`src/assert_macros.svh`:
```
// Assertion macros for the RTL files; turtle_vector_stepper includes them.
`ifndef ASSERT_MACROS_SVH
`define ASSERT_MACROS_SVH

// Checks that a condition holds at every clock edge outside reset.
`define TVS_ASSERT(name, cond, msg) \
  name: assert property (@(posedge clk) disable iff (!rst_n) (cond)) else $error(msg);

// Checks that a condition in one cycle is followed by another in the next cycle.
`define TVS_ASSERT_NEXT(name, ante, cons, msg) \
  name: assert property (@(posedge clk) disable iff (!rst_n) (ante) |=> (cons)) \
    else $error(msg);

`endif

```
`src/tvs_pkg.sv`:
```
package tvs_pkg;

  localparam int COORD_WIDTH    = 16;
  localparam int TRIG_FRAC_BITS = 15;
  localparam int STEPS_W        = 16;
  localparam int ANGLE_W        = 16;
  localparam int HEAD_W         = 9;
  localparam int CENTER_W       = 15;
  localparam int COLOR_W        = 32;
  localparam int BLEND_W        = 2;
  localparam int CMD_W          = 3;
  localparam int CFG_IDX_W      = 3;
  localparam int CFG_DATA_W     = 32;
  localparam int QUARTER        = 90;
  localparam int SIN_IDX_W      = $clog2(QUARTER + 1);
  localparam int WRAP_ENTRIES   = 256;
  localparam int WRAP_IDX_W     = $clog2(WRAP_ENTRIES);

  localparam logic [63:0] PI_Q30 = 64'd3373259426;

  typedef logic signed [COORD_WIDTH-1:0]  coord_t;
  typedef logic signed [STEPS_W-1:0]      steps_t;
  typedef logic signed [ANGLE_W-1:0]      angle_t;
  typedef logic [HEAD_W-1:0]              heading_t;
  typedef logic [CENTER_W-1:0]            center_t;
  typedef logic [COLOR_W-1:0]             color_t;
  typedef logic [BLEND_W-1:0]             blend_t;
  typedef logic [CMD_W-1:0]               cmd_t;
  typedef logic [CFG_IDX_W-1:0]           cfg_idx_t;
  typedef logic [CFG_DATA_W-1:0]          cfg_data_t;
  typedef logic [TRIG_FRAC_BITS:0]        trig_mag_t;
  typedef logic signed [TRIG_FRAC_BITS+1:0] trig_t;
  typedef trig_mag_t [QUARTER:0]          sin_rom_t;
  typedef heading_t [WRAP_ENTRIES-1:0]    wrap_rom_t;

  localparam heading_t DEG_90  = HEAD_W'(90);
  localparam heading_t DEG_180 = HEAD_W'(180);
  localparam heading_t DEG_270 = HEAD_W'(270);
  localparam heading_t DEG_360 = HEAD_W'(360);

  typedef enum logic [CMD_W-1:0] {
    CMD_MOVE        = 3'd0,
    CMD_ROTATE      = 3'd1,
    CMD_SET_HEADING = 3'd2,
    CMD_SET_POS     = 3'd3,
    CMD_HOME        = 3'd4,
    CMD_SET_PEN     = 3'd5
  } cmd_e;

  typedef enum logic [CFG_IDX_W-1:0] {
    REG_CENTER_X   = 3'd0,
    REG_CENTER_Y   = 3'd1,
    REG_UP_HEADING = 3'd2,
    REG_PEN_COLOR  = 3'd3,
    REG_BLEND_MODE = 3'd4
  } cfg_reg_e;

  localparam center_t  CENTER_X_RST   = CENTER_W'(320);
  localparam center_t  CENTER_Y_RST   = CENTER_W'(240);
  localparam heading_t UP_HEADING_RST = HEAD_W'(270);
  localparam color_t   PEN_COLOR_RST  = '1;
  localparam blend_t   BLEND_MODE_RST = '0;

  typedef struct packed {
    center_t  center_x;
    center_t  center_y;
    heading_t up_heading;
    color_t   pen_color;
    blend_t   blend_mode;
  } cfg_t;

  typedef struct packed {
    cmd_t   cmd;
    steps_t steps;
    angle_t angle;
    coord_t new_x;
    coord_t new_y;
    logic   pen_down;
  } item_t;

  typedef struct packed {
    coord_t start_x;
    coord_t start_y;
    coord_t end_x;
    coord_t end_y;
    logic   own_color;
    color_t line_color;
    blend_t line_blend;
  } line_t;

  typedef struct packed {
    logic  emit;
    line_t line;
  } exec_res_t;

  // Quarter-wave sine table, built from a Taylor series in Q30.
  function automatic sin_rom_t build_sin_rom();
    sin_rom_t          rom;
    logic [63:0]       x;
    logic [63:0]       x2;
    logic [63:0]       term;
    logic signed [63:0] sum;
    int                sh;
    sh = 30 - TRIG_FRAC_BITS;
    for (int d = 0; d <= QUARTER; d++) begin
      x = (64'(d) * PI_Q30 + 64'd90) / 64'd180;
      x2 = (x * x) >> 30;
      term = x;
      sum = signed'(x);
      for (int k = 1; k <= 7; k++) begin
        term = ((term * x2) >> 30) / 64'((2 * k) * (2 * k + 1));
        if ((k % 2) == 1) begin
          sum = sum - signed'(term);
        end else begin
          sum = sum + signed'(term);
        end
      end
      if (sum < 0) begin
        sum = '0;
      end
      rom[d] = trig_mag_t'((unsigned'(sum) + (64'd1 << (sh - 1))) >> sh);
    end
    return rom;
  endfunction

  // Residue modulo 360 of the angle's upper byte weighted by 256.
  function automatic wrap_rom_t build_wrap_rom();
    wrap_rom_t rom;
    int        hi;
    int        m;
    for (int h = 0; h < WRAP_ENTRIES; h++) begin
      hi = (h < WRAP_ENTRIES / 2) ? h : h - WRAP_ENTRIES;
      m = (hi * WRAP_ENTRIES) % 360;
      if (m < 0) begin
        m = m + 360;
      end
      rom[h] = HEAD_W'(m);
    end
    return rom;
  endfunction

  localparam sin_rom_t  SIN_ROM  = build_sin_rom();
  localparam wrap_rom_t WRAP_ROM = build_wrap_rom();

  function automatic heading_t reduce_heading(logic [HEAD_W:0] v);
    logic [HEAD_W:0] r;
    r = v;
    if (r >= {1'b0, DEG_360}) begin
      r = r - {1'b0, DEG_360};
    end
    return HEAD_W'(r);
  endfunction

  function automatic heading_t wrap_angle(angle_t a);
    logic [HEAD_W:0] s;
    s = {1'b0, WRAP_ROM[a[ANGLE_W-1 -: WRAP_IDX_W]]}
        + (HEAD_W + 1)'(a[ANGLE_W-WRAP_IDX_W-1:0]);
    return reduce_heading(s);
  endfunction

  function automatic heading_t add_heading(heading_t h, heading_t d);
    return reduce_heading({1'b0, h} + {1'b0, d});
  endfunction

  function automatic trig_t sin_deg(heading_t h);
    heading_t  idx;
    logic      neg;
    trig_t     v;
    if (h < DEG_90) begin
      idx = h;
      neg = 1'b0;
    end else if (h < DEG_180) begin
      idx = DEG_180 - h;
      neg = 1'b0;
    end else if (h < DEG_270) begin
      idx = h - DEG_180;
      neg = 1'b1;
    end else begin
      idx = DEG_360 - h;
      neg = 1'b1;
    end
    v = {1'b0, SIN_ROM[idx[SIN_IDX_W-1:0]]};
    if (neg) begin
      v = -v;
    end
    return v;
  endfunction

  function automatic coord_t home_coord(center_t c);
    logic [CFG_DATA_W:0] wide;
    logic [CFG_DATA_W:0] cmax;
    wide = (CFG_DATA_W + 1)'(c);
    cmax = ((CFG_DATA_W + 1)'(1) << (COORD_WIDTH - 1)) - 1'b1;
    if (wide > cmax) begin
      wide = cmax;
    end
    return COORD_WIDTH'(wide);
  endfunction

endpackage

```
`src/tvs_in_if.sv`:
```
interface tvs_in_if;
  logic             valid;
  logic             ready;
  tvs_pkg::cmd_t    cmd;
  tvs_pkg::steps_t  steps;
  tvs_pkg::angle_t  angle;
  tvs_pkg::coord_t  new_x;
  tvs_pkg::coord_t  new_y;
  logic             pen_down;

  modport source (output valid, cmd, steps, angle, new_x, new_y, pen_down, input ready);
  modport sink (input valid, cmd, steps, angle, new_x, new_y, pen_down, output ready);
endinterface

```
`src/tvs_out_if.sv`:
```
interface tvs_out_if;
  logic             valid;
  logic             ready;
  tvs_pkg::coord_t  start_x;
  tvs_pkg::coord_t  start_y;
  tvs_pkg::coord_t  end_x;
  tvs_pkg::coord_t  end_y;
  logic             own_color;
  tvs_pkg::color_t  line_color;
  tvs_pkg::blend_t  line_blend;

  modport source (output valid, start_x, start_y, end_x, end_y, own_color, line_color,
                  line_blend, input ready);
  modport sink (input valid, start_x, start_y, end_x, end_y, own_color, line_color,
                line_blend, output ready);
endinterface

```
`src/tvs_cfg_if.sv`:
```
interface tvs_cfg_if;
  logic                valid;
  logic                ready;
  tvs_pkg::cfg_idx_t   index;
  tvs_pkg::cfg_data_t  data;

  modport source (output valid, index, data, input ready);
  modport sink (input valid, index, data, output ready);
endinterface

```
`src/tvs_cfg_regs.sv`:
```
module tvs_cfg_regs (
  input  logic           clk,
  input  logic           rst_n,
  tvs_cfg_if.sink        cfg_bus,
  output tvs_pkg::cfg_t  cfg
);
  import tvs_pkg::*;

  cfg_t cfg_r;

  assign cfg_bus.ready = 1'b1;
  assign cfg = cfg_r;

  always_ff @(posedge clk) begin
    if (!rst_n) begin
      cfg_r.center_x   <= CENTER_X_RST;
      cfg_r.center_y   <= CENTER_Y_RST;
      cfg_r.up_heading <= UP_HEADING_RST;
      cfg_r.pen_color  <= PEN_COLOR_RST;
      cfg_r.blend_mode <= BLEND_MODE_RST;
    end else if (cfg_bus.valid) begin
      case (cfg_bus.index)
        REG_CENTER_X:   cfg_r.center_x   <= cfg_bus.data[CENTER_W-1:0];
        REG_CENTER_Y:   cfg_r.center_y   <= cfg_bus.data[CENTER_W-1:0];
        REG_UP_HEADING: cfg_r.up_heading <= cfg_bus.data[HEAD_W-1:0];
        REG_PEN_COLOR:  cfg_r.pen_color  <= cfg_bus.data[COLOR_W-1:0];
        REG_BLEND_MODE: cfg_r.blend_mode <= cfg_bus.data[BLEND_W-1:0];
        default: ;
      endcase
    end
  end
endmodule

```
`src/tvs_axis_step.sv`:
```
module tvs_axis_step (
  input  tvs_pkg::coord_t  pos,
  input  tvs_pkg::steps_t  steps,
  input  tvs_pkg::trig_t   trig,
  output tvs_pkg::coord_t  coord
);
  import tvs_pkg::*;

  localparam int BASE_W = (COORD_WIDTH > STEPS_W + 1) ? COORD_WIDTH : STEPS_W + 1;
  localparam int SUM_W  = BASE_W + TRIG_FRAC_BITS + 2;
  localparam int PROD_W = STEPS_W + TRIG_FRAC_BITS + 2;

  localparam logic signed [SUM_W-1:0] HALF      = SUM_W'(1) <<< (TRIG_FRAC_BITS - 1);
  localparam logic signed [SUM_W-1:0] COORD_MAX = (SUM_W'(1) <<< (COORD_WIDTH - 1)) - 1;
  localparam logic signed [SUM_W-1:0] COORD_MIN = -(SUM_W'(1) <<< (COORD_WIDTH - 1));

  logic signed [PROD_W-1:0] prod;
  logic signed [SUM_W-1:0]  acc;
  logic signed [SUM_W-1:0]  rounded;
  logic signed [SUM_W-1:0]  clipped;

  assign prod = PROD_W'(steps) * PROD_W'(trig);
  assign acc = (SUM_W'(pos) <<< TRIG_FRAC_BITS) + SUM_W'(prod) + HALF;
  assign rounded = acc >>> TRIG_FRAC_BITS;

  always_comb begin
    if (rounded > COORD_MAX) begin
      clipped = COORD_MAX;
    end else if (rounded < COORD_MIN) begin
      clipped = COORD_MIN;
    end else begin
      clipped = rounded;
    end
  end

  assign coord = clipped[COORD_WIDTH-1:0];
endmodule

```
`src/tvs_exec.sv`:
```
module tvs_exec (
  input  logic                clk,
  input  logic                rst_n,
  input  logic                fire,
  input  tvs_pkg::item_t      item,
  input  tvs_pkg::cfg_t       cfg,
  output tvs_pkg::exec_res_t  res
);
  import tvs_pkg::*;

  coord_t   pos_x_r;
  coord_t   pos_y_r;
  heading_t heading_r;
  logic     pen_r;
  coord_t   pos_x_nxt;
  coord_t   pos_y_nxt;
  heading_t heading_nxt;
  logic     pen_nxt;
  trig_t    cos_v;
  trig_t    sin_v;
  coord_t   move_x;
  coord_t   move_y;

  assign sin_v = sin_deg(heading_r);
  assign cos_v = sin_deg(reduce_heading({1'b0, heading_r} + {1'b0, DEG_90}));

  tvs_axis_step u_step_x (
    .pos   (pos_x_r),
    .steps (item.steps),
    .trig  (cos_v),
    .coord (move_x)
  );

  tvs_axis_step u_step_y (
    .pos   (pos_y_r),
    .steps (item.steps),
    .trig  (sin_v),
    .coord (move_y)
  );

  always_comb begin
    pos_x_nxt   = pos_x_r;
    pos_y_nxt   = pos_y_r;
    heading_nxt = heading_r;
    pen_nxt     = pen_r;
    res         = '0;
    case (item.cmd)
      CMD_MOVE: begin
        pos_x_nxt           = move_x;
        pos_y_nxt           = move_y;
        res.emit            = pen_r;
        res.line.own_color  = 1'b1;
        res.line.line_color = cfg.pen_color;
        res.line.line_blend = cfg.blend_mode;
      end
      CMD_ROTATE: begin
        heading_nxt = add_heading(heading_r, wrap_angle(item.angle));
      end
      CMD_SET_HEADING: begin
        heading_nxt = wrap_angle(item.angle);
      end
      CMD_SET_POS: begin
        pos_x_nxt = item.new_x;
        pos_y_nxt = item.new_y;
        res.emit  = pen_r;
      end
      CMD_HOME: begin
        pos_x_nxt   = home_coord(cfg.center_x);
        pos_y_nxt   = home_coord(cfg.center_y);
        heading_nxt = reduce_heading({1'b0, cfg.up_heading});
        pen_nxt     = 1'b1;
      end
      CMD_SET_PEN: begin
        pen_nxt = item.pen_down;
      end
      default: ;
    endcase
    res.line.start_x = pos_x_r;
    res.line.start_y = pos_y_r;
    res.line.end_x   = pos_x_nxt;
    res.line.end_y   = pos_y_nxt;
  end

  always_ff @(posedge clk) begin
    if (!rst_n) begin
      pos_x_r   <= home_coord(CENTER_X_RST);
      pos_y_r   <= home_coord(CENTER_Y_RST);
      heading_r <= reduce_heading({1'b0, UP_HEADING_RST});
      pen_r     <= 1'b1;
    end else if (fire) begin
      pos_x_r   <= pos_x_nxt;
      pos_y_r   <= pos_y_nxt;
      heading_r <= heading_nxt;
      pen_r     <= pen_nxt;
    end
  end
endmodule

```
`src/turtle_vector_stepper.sv`:
```
// Channel   Direction  Beat contents
// in_bus    sink       cmd, steps, angle, new_x, new_y, pen_down
// out_bus   source     start_x, start_y, end_x, end_y, own_color, line_color, line_blend
// cfg_bus   sink       index, data (always ready)
//
// An accepted beat sits in the input register until it executes, when the turtle
// state is updated; a line segment that it draws is registered then for out_bus.
// One beat per cycle is sustained while out_bus takes segments; the table lookup, the
// two multiplies and the rounding add between the input and state/result registers set that.
// A stalled output register holds back only commands that draw a line.
// Reset is synchronous and needs no clearing pass.
module turtle_vector_stepper (
  input  logic       clk,
  input  logic       rst_n,
  tvs_in_if.sink     in_bus,
  tvs_out_if.source  out_bus,
  tvs_cfg_if.sink    cfg_bus
);
  import tvs_pkg::*;

  `include "assert_macros.svh"

  cfg_t      cfg;
  item_t     item_r;
  logic      item_valid_r;
  line_t     out_line_r;
  logic      out_valid_r;
  exec_res_t res;
  logic      out_free;
  logic      exec_go;

  tvs_cfg_regs u_cfg_regs (
    .clk     (clk),
    .rst_n   (rst_n),
    .cfg_bus (cfg_bus),
    .cfg     (cfg)
  );

  tvs_exec u_exec (
    .clk   (clk),
    .rst_n (rst_n),
    .fire  (exec_go),
    .item  (item_r),
    .cfg   (cfg),
    .res   (res)
  );

  assign out_free     = !out_valid_r || out_bus.ready;
  assign exec_go      = item_valid_r && (!res.emit || out_free);
  assign in_bus.ready = !item_valid_r || exec_go;

  always_ff @(posedge clk) begin
    if (!rst_n) begin
      item_valid_r <= 1'b0;
    end else if (in_bus.ready) begin
      item_valid_r <= in_bus.valid;
    end
  end

  always_ff @(posedge clk) begin
    if (in_bus.valid && in_bus.ready) begin
      item_r.cmd      <= in_bus.cmd;
      item_r.steps    <= in_bus.steps;
      item_r.angle    <= in_bus.angle;
      item_r.new_x    <= in_bus.new_x;
      item_r.new_y    <= in_bus.new_y;
      item_r.pen_down <= in_bus.pen_down;
    end
  end

  always_ff @(posedge clk) begin
    if (!rst_n) begin
      out_valid_r <= 1'b0;
    end else if (exec_go && res.emit) begin
      out_valid_r <= 1'b1;
    end else if (out_bus.ready) begin
      out_valid_r <= 1'b0;
    end
  end

  always_ff @(posedge clk) begin
    if (exec_go && res.emit) begin
      out_line_r <= res.line;
    end
  end

  assign out_bus.valid      = out_valid_r;
  assign out_bus.start_x    = out_line_r.start_x;
  assign out_bus.start_y    = out_line_r.start_y;
  assign out_bus.end_x      = out_line_r.end_x;
  assign out_bus.end_y      = out_line_r.end_y;
  assign out_bus.own_color  = out_line_r.own_color;
  assign out_bus.line_color = out_line_r.line_color;
  assign out_bus.line_blend = out_line_r.line_blend;

  `TVS_ASSERT_NEXT(a_emit_loads_output, exec_go && res.emit, out_valid_r, "segment was not registered")
  `TVS_ASSERT_NEXT(a_accept_fills_input, in_bus.valid && in_bus.ready, item_valid_r, "accepted beat was dropped")
  `TVS_ASSERT(a_plain_line_no_color, !out_valid_r || out_line_r.own_color || (out_line_r.line_color == '0 && out_line_r.line_blend == '0), "set-position line carries a color")
endmodule
```
`src/flat_wrapper.sv`:
```
// flat-port wrapper written by rule: the top's interface ports become plain ports
module turtle_vector_stepper_flat import tvs_pkg::*;
  (clk, rst_n, in_bus_valid, in_bus_cmd, in_bus_steps, in_bus_angle, in_bus_new_x, in_bus_new_y, in_bus_pen_down, in_bus_ready, out_bus_valid, out_bus_start_x, out_bus_start_y, out_bus_end_x, out_bus_end_y, out_bus_own_color, out_bus_line_color, out_bus_line_blend, out_bus_ready, cfg_bus_valid, cfg_bus_index, cfg_bus_data, cfg_bus_ready);
  tvs_in_if in_bus_i ();
  tvs_out_if out_bus_i ();
  tvs_cfg_if cfg_bus_i ();
  input  logic clk;
  input  logic rst_n;
  input wire logic [$bits(in_bus_i.valid)-1:0] in_bus_valid;
  input wire logic [$bits(in_bus_i.cmd)-1:0] in_bus_cmd;
  input wire logic [$bits(in_bus_i.steps)-1:0] in_bus_steps;
  input wire logic [$bits(in_bus_i.angle)-1:0] in_bus_angle;
  input wire logic [$bits(in_bus_i.new_x)-1:0] in_bus_new_x;
  input wire logic [$bits(in_bus_i.new_y)-1:0] in_bus_new_y;
  input wire logic [$bits(in_bus_i.pen_down)-1:0] in_bus_pen_down;
  output wire logic [$bits(in_bus_i.ready)-1:0] in_bus_ready;
  output wire logic [$bits(out_bus_i.valid)-1:0] out_bus_valid;
  output wire logic [$bits(out_bus_i.start_x)-1:0] out_bus_start_x;
  output wire logic [$bits(out_bus_i.start_y)-1:0] out_bus_start_y;
  output wire logic [$bits(out_bus_i.end_x)-1:0] out_bus_end_x;
  output wire logic [$bits(out_bus_i.end_y)-1:0] out_bus_end_y;
  output wire logic [$bits(out_bus_i.own_color)-1:0] out_bus_own_color;
  output wire logic [$bits(out_bus_i.line_color)-1:0] out_bus_line_color;
  output wire logic [$bits(out_bus_i.line_blend)-1:0] out_bus_line_blend;
  input wire logic [$bits(out_bus_i.ready)-1:0] out_bus_ready;
  input wire logic [$bits(cfg_bus_i.valid)-1:0] cfg_bus_valid;
  input wire logic [$bits(cfg_bus_i.index)-1:0] cfg_bus_index;
  input wire logic [$bits(cfg_bus_i.data)-1:0] cfg_bus_data;
  output wire logic [$bits(cfg_bus_i.ready)-1:0] cfg_bus_ready;
  assign in_bus_i.valid = in_bus_valid;
  assign in_bus_i.cmd = in_bus_cmd;
  assign in_bus_i.steps = in_bus_steps;
  assign in_bus_i.angle = in_bus_angle;
  assign in_bus_i.new_x = in_bus_new_x;
  assign in_bus_i.new_y = in_bus_new_y;
  assign in_bus_i.pen_down = in_bus_pen_down;
  assign in_bus_ready = in_bus_i.ready;
  assign out_bus_valid = out_bus_i.valid;
  assign out_bus_start_x = out_bus_i.start_x;
  assign out_bus_start_y = out_bus_i.start_y;
  assign out_bus_end_x = out_bus_i.end_x;
  assign out_bus_end_y = out_bus_i.end_y;
  assign out_bus_own_color = out_bus_i.own_color;
  assign out_bus_line_color = out_bus_i.line_color;
  assign out_bus_line_blend = out_bus_i.line_blend;
  assign out_bus_i.ready = out_bus_ready;
  assign cfg_bus_i.valid = cfg_bus_valid;
  assign cfg_bus_i.index = cfg_bus_index;
  assign cfg_bus_i.data = cfg_bus_data;
  assign cfg_bus_ready = cfg_bus_i.ready;
  turtle_vector_stepper u_core (.clk(clk), .rst_n(rst_n), .in_bus(in_bus_i), .out_bus(out_bus_i), .cfg_bus(cfg_bus_i));
endmodule
```
`config.mk`:
```
export PLATFORM = sky130hd
export DESIGN_NAME = turtle_vector_stepper_flat
export DESIGN_NICKNAME = d
export VERILOG_FILES = /design/src/tvs_pkg.sv /design/src/tvs_in_if.sv /design/src/tvs_out_if.sv /design/src/tvs_cfg_if.sv /design/src/tvs_cfg_regs.sv /design/src/tvs_axis_step.sv /design/src/tvs_exec.sv /design/src/turtle_vector_stepper.sv /design/src/flat_wrapper.sv
export VERILOG_INCLUDE_DIRS = /design/src /design/src/src
export SDC_FILE = /design/constraint.sdc
export NUM_CORES = 2
export LEC_CHECK = 0
export ABC_CLOCK_PERIOD_IN_PS = 16600
export BUFFER_PORTS_ARGS = -buffer_cell sky130_fd_sc_hd__buf_2
export CAP_MARGIN = 30
export CELL_PAD_IN_SITES_DETAIL_PLACEMENT = 0
export CELL_PAD_IN_SITES_GLOBAL_PLACEMENT = 2
export CORE_ASPECT_RATIO = 1.1
export CORE_MARGIN = 10
export CORE_UTILIZATION = 30
export DETAILED_ROUTE_END_ITERATION = 6
export GPL_TIMING_DRIVEN = 0
export PLACE_DENSITY_LB_ADDON = 0.1
export REMOVE_ABC_BUFFERS = 1
export SLEW_MARGIN = 15
export SYNTH_ARGS = -nofsm -noshare
export SYNTH_HDL_FRONTEND = slang
export SYNTH_HIERARCHICAL = 1
export SYNTH_SLANG_ARGS = --single-unit
```
`constraint.sdc`:
```
create_clock -name clk -period 16.6 [get_ports clk]
set_input_delay 0.83 -clock clk [delete_from_list [all_inputs] [get_ports clk]]
set_output_delay 0.83 -clock clk [all_outputs]
set_load 0.03 [all_outputs]
```
After elaboration in Yosys (flattened, before gate mapping)
Memory sizes are Yosys's and may differ from the RTL's. A register that Yosys moved wholly into a read port is not among the register bits.
Cells that the tools add are included.
- register bits after elaboration: 284
- bits in read-only memories: 6400
- input port bits: 108
- output and inout port bits: 102
- logic and storage cells: 130
- memories kept: 3
- memory list (name ; depth ; width ; rd ports ; clocked after memory_dff ; write ports ; RTL line ; text):
    (name not given) ; 256 ; 9 ; 1 ; 1 ; 0 ; tvs_pkg.sv:156 ; s = {1'b0, WRAP_ROM[a[ANGLE_W-1 -: WRAP_IDX_W]]}
    (name not given) ; 128 ; 16 ; 1 ; 0 ; 0 ; tvs_pkg.sv:182 ; v = {1'b0, SIN_ROM[idx[SIN_IDX_W-1:0]]};
    (name not given) ; 128 ; 16 ; 1 ; 0 ; 0 ; tvs_pkg.sv:182 ;
- add/sub/neg operators: 19
- multipliers: 2
- $lt $le $gt $ge: 17
- equal/unequal tests: 9
- multiplexer cells: 34
- reductions and logical operators: 22
- operators with widths (cell ; number):
    16-bit 2-to-1 mux ; 6
    16-bit one-hot mux with 3 select lines ; 2
    31-bit by 33-bit adder with 34-bit output ; 2
    34-bit by 16-bit adder with 34-bit output, second input constant ; 2
    16-bit by 17-bit multiplier with 33-bit output ; 2
    9-bit 2-to-1 mux ; 7
    7-bit 2-to-1 mux ; 6
    19-bit by 16-bit greater-than comparator with 1-bit output, second input constant ; 2
    19-bit by 16-bit < comparator with 1-bit output, second input constant ; 2
    9-bit subtractor, second input constant ; 4
    35-bit 2-to-1 mux ; 1
    17-bit 2-to-1 mux ; 2
    16-bit negation with 17-bit output ; 2
    10-bit by 9-bit >= comparator with 1-bit output, second input constant ; 3
    9-bit one-hot mux with 3 select lines ; 1
    9-bit by 7-bit < comparator with 1-bit output, second input constant ; 2
    9-bit by 8-bit < comparator with 1-bit output, second input constant ; 2
    9-bit < comparator, second input constant ; 2
    7-bit by 8-bit < comparator with 1-bit output, second input constant ; 2
    2-bit AND reduction ; 7
    6-bit by 7-bit subtractor with 7-bit output, first input constant ; 2
    7-bit by 6-bit subtractor with 7-bit output, second input constant ; 2
    7-bit subtractor, first input constant ; 2
    3-bit by 2-bit == test with 1-bit output, second input constant ; 4
    17 further kinds ; 34

Depth between registers and ports, before layout
- word-level depth: 18
- depth in mapped cells: 63
- depth with buffers taken out: 54

Hierarchy
The synthesis kept the hierarchy.
- by module, submodules not included (module ; times used ; cells each ; area an instance (um^2) ; seq. area each (um^2)):
    tvs_exec ; 1 ; 1874 ; 12494.5 ; 840.8
    tvs_axis_step (u_core.u_exec.u_step_y) ; 1 ; 1275 ; 11424.7 ; 0.0
    tvs_axis_step (u_core.u_exec.u_step_x) ; 1 ; 1210 ; 11023.1 ; 0.0
    turtle_vector_stepper ; 1 ; 179 ; 5132.4 ; 5054.8
    tvs_cfg_regs ; 1 ; 296 ; 3024.2 ; 1461.4

Least setup slack after synthesis
OpenSTA, ideal clock, no wires.
- path type: register to register
- start point: reg u_core.u_exec.heading_r[3]
- end point: reg u_core.u_exec.pos_x_r[6]
- setup time: 0.129 ns
- arrival: 13.146 ns
- data required time: 16.471 ns
- path slack: 3.324 ns
- cell stages (with the launch flop): 61
- buffers on the path: 9
- clock period less this slack: 13.276 ns
- cells stage by stage: dfxtp_1 > buf_2 > buf_1 > inv_1 > ha_1 > buf_2 > a21oi_1 > xnor2_1 > ha_1 > nand2b_1 > nor4b_1 > or2_2 > a31oi_1 > or2_1 > buf_2 > or3_1 > buf_2 > o2111ai_1 > [... 25 more ...] > fa_1 > inv_1 > ha_1 > a21oi_1 > nor2_1 > a211oi_1 > o2111ai_2 > a31oi_1 > xnor2_1 > a41oi_1 > o221ai_2 > buf_6 > o21a_1 > mux2i_1 > nor2_1 > a221o_1 > mux2i_1 > nand2_1
- RTL lines (element ; RTL line ; text):
    start, declared ; tvs_exec.sv:13 ; heading_t heading_r;
    start signal, assigned ; tvs_exec.sv:88 ; heading_r <= reduce_heading({1'b0, UP_HEADING_RST});
    start signal, assigned ; tvs_exec.sv:93 ; heading_r <= heading_nxt;
    end signal, assigned ; tvs_exec.sv:86 ; pos_x_r <= home_coord(CENTER_X_RST);
    end signal, assigned ; tvs_exec.sv:91 ; pos_x_r <= pos_x_nxt;
    end, declared ; tvs_exec.sv:11 ; coord_t pos_x_r;

==> results.yml <==
routing:
  drt_wl_total_um: 152000
  drt_first_iter_violations: 1843
  drc: 0
  first_pass_iters: 6
  routedWlPerCell_um: 22.2
  vias: 34800
  detail-route-antenna-nets: 0
  via_per_inst: 5.09
worst_setup_path:
  reg2reg_slack_ps: 1010
  slowest_stage: "fa_2"
  worst-r2r-cell-count: 54
  reg2reg_to: "u_core/u_exec/pos_x_r[3]"
  cp-start-kind: "register"
  crit_arrival_ps: 16080
  critPathLaunch: "u_core/u_exec/heading_r[3]"
  path_class: "reg2reg"
  endpoint: "u_core/u_exec/pos_x_r[3]"
  required_ps: 17080
  end_kind: "register"
  timing.rr.start: "u_core/u_exec/heading_r[3]"
  slowest_delay_ps: 730
  path_max_fanout: 25
timing:
  finClkSkew_ps: 44.6
  drv_slew: 0
  timing.final.crit_share_pct: 93.9
  hold_ws_ps: 381
  period_needed_ps: 15590
  grt_setup_unrepaired: "false"
  hold_violations: 0
  finalSetupTns_ps: 0
  clock.fmax_mhz: 64.1
  slew_headroom_pct: 35.6
  worstMarginPinSlew_ps: 939
  finalSetupViolCount: 0
  fin_ws_ps: 1010
place:
  pre_cts_slack_ps: -840
  portBuffers: 208
  dp_cells: 6772
  dp.final_hpwl_um: 122000
  routabilityCongestion: 0.804
yosys:
  synth_edf_count: 167
  syn_area_um2: 43100
  syn_area_per_cell_um2: 8.92
  ys.flop_type: "edfxtp_1"
  netlist-cell-type-count: 125
  ys_warn_count: 6
  async_reset_ff_share_pct: 0
  ys_seq_area_share_pct: 17.1
  syn-instance-count: 4834
  synth_seq_cells: 284
floorplanning:
  die_w_um: 381
  initial_utilization_pct: 30.3
  dieArea_um2: 159000
  ios: 210
  coreArea_um2: 142000
  rows: 145
  die_h_um: 418
clock_network:
  cts_hold_buffers: 0
  root_buffer: "clkbuf_16"
  cts_tree: "built"
  cts.clk_slew.worst_paths_ps: 60
  clk_path_buf_depth: 3
  cts_sinks: 284
  cts_resized: 6
  post_cts_buffers: 0
  htree_levels: 1
  cts_made_buffers: 30
  clock_latency_ps: 620
layout:
  syn_to_final_growth_pct: 13.1
  fin_cells: 6834
  drive_above_1_share_pct: 11.0
  layout_common_cells: "inv_1 (745), fa_1 (597), nand2_1 (522)"
  fin_nets: 5842
  nFillCells: 15100
  largest_reg_flops: 73
  final_common_cell: "inv_1"
global_routing:
  grt.overflow.total: 0
  grt_pass1_vias: 36800
  grt_max_degree: 98
  antenna_found_initial: 17
  grt_pass1_wl_um: 235000
  grt_util_all_layers_pct: 18.8
status:
  status: "finished, final reports clean"
job:
  maxCapViolCount: 0
min_path:
  hp-class: "in2reg"
-- layer usage --
layer  vias to the layer above  track usage (%)  wire length, um
met2                       691             32.9            74900
met5                         -                0              202
met1                     17800             25.3            68900
met3                       125             2.12             5790
met4                        28             2.39             1850
li1                      16200                -                -
-- critical path: cells and delay by family, from the launching register on --
kind / cells / cell delay, ps
AND/OR/NAND/NOR: 14 / 3340
adder cells (fa/ha/maj): 11 / 4910
buffers and inverters: 8 / 1190
XOR/XNOR: 2 / 320
AO/OA/AOI/OAI: 16 / 4350
multiplexers: 3 / 720
flip-flops: 1 / 530
-- Yosys cell counts (all sizes together) (56+ instances only) --
master / n / area (um2)
clkbuf: 199 / 748
ha: 241 / 3020
dfxtp: 117 / 2340
nand3: 56 / 285
inv: 751 / 2820
nor2b: 120 / 751
and2: 302 / 1890
a21oi: 224 / 1130
xnor2: 83 / 749
fa: 598 / 12000
mux2i: 165 / 1650
buf: 94 / 507
o21ai: 201 / 1040
edfxtp: 167 / 5010
nand2: 524 / 1970
nor2: 224 / 841
-- cell families (layout without fill, tap and decap cells) --
kind of cell / after synthesis / count (layout) / synth area share [%]
compound gates: 941 / 941 / 15.2
other cells: 1 / 5 / 0.00870
fa+ha+maj: 839 / 839 / 34.8
buf+inv: 1048 / 1133 / 9.49
xor+xnor: 120 / 120 / 2.49
flops: 284 / 284 / 17.1
mux: 182 / 182 / 4.56
simple gates: 1419 / 1419 / 16.4
-- cell type report --
cell class                      count  area (um2)  area share (%)
Sequential cell                   284        7370            15.1
Multi-Input combinational cell   3502       32100            65.8
Inverter                          755        2840            5.83
Clock buffer                       43         892            1.83
Antenna cell                        4        10.0          0.0205
Clock inverter                     13         120           0.246
Tap cell                         1911        2390            4.90
Timing Repair Buffer              322        3040            6.23
-- per-stage QoR --
step                util, %  instance area [um2]
floorplan                 -                41800
global placement       31.8                45300
detailed placement     33.4                47600
CTS                    34.2                48700
global route           34.2                48700
finish                 34.2                48700
-- worst min path at each step --
stage,start,endpoint,slack [ps],cells past startpoint
floorplan,u_core/u_cfg_regs/cfg[0],u_core/u_cfg_regs/cfg[0],430,2
global placement,u_core/u_cfg_regs/cfg[0],u_core/u_cfg_regs/cfg[0],440,2
detailed placement,u_core/u_cfg_regs/cfg[54],u_core/u_cfg_regs/cfg[54],450,2
CTS,in_bus_angle[13],u_core/item_r[46],340,1
global route,in_bus_angle[8],u_core/item_r[41],350,1
finish,in_bus_angle[9],u_core/item_r[42],380,1
Power is not shown: default switching activity piles up to over one toggle a cycle in this logic, so the estimate is an artifact.
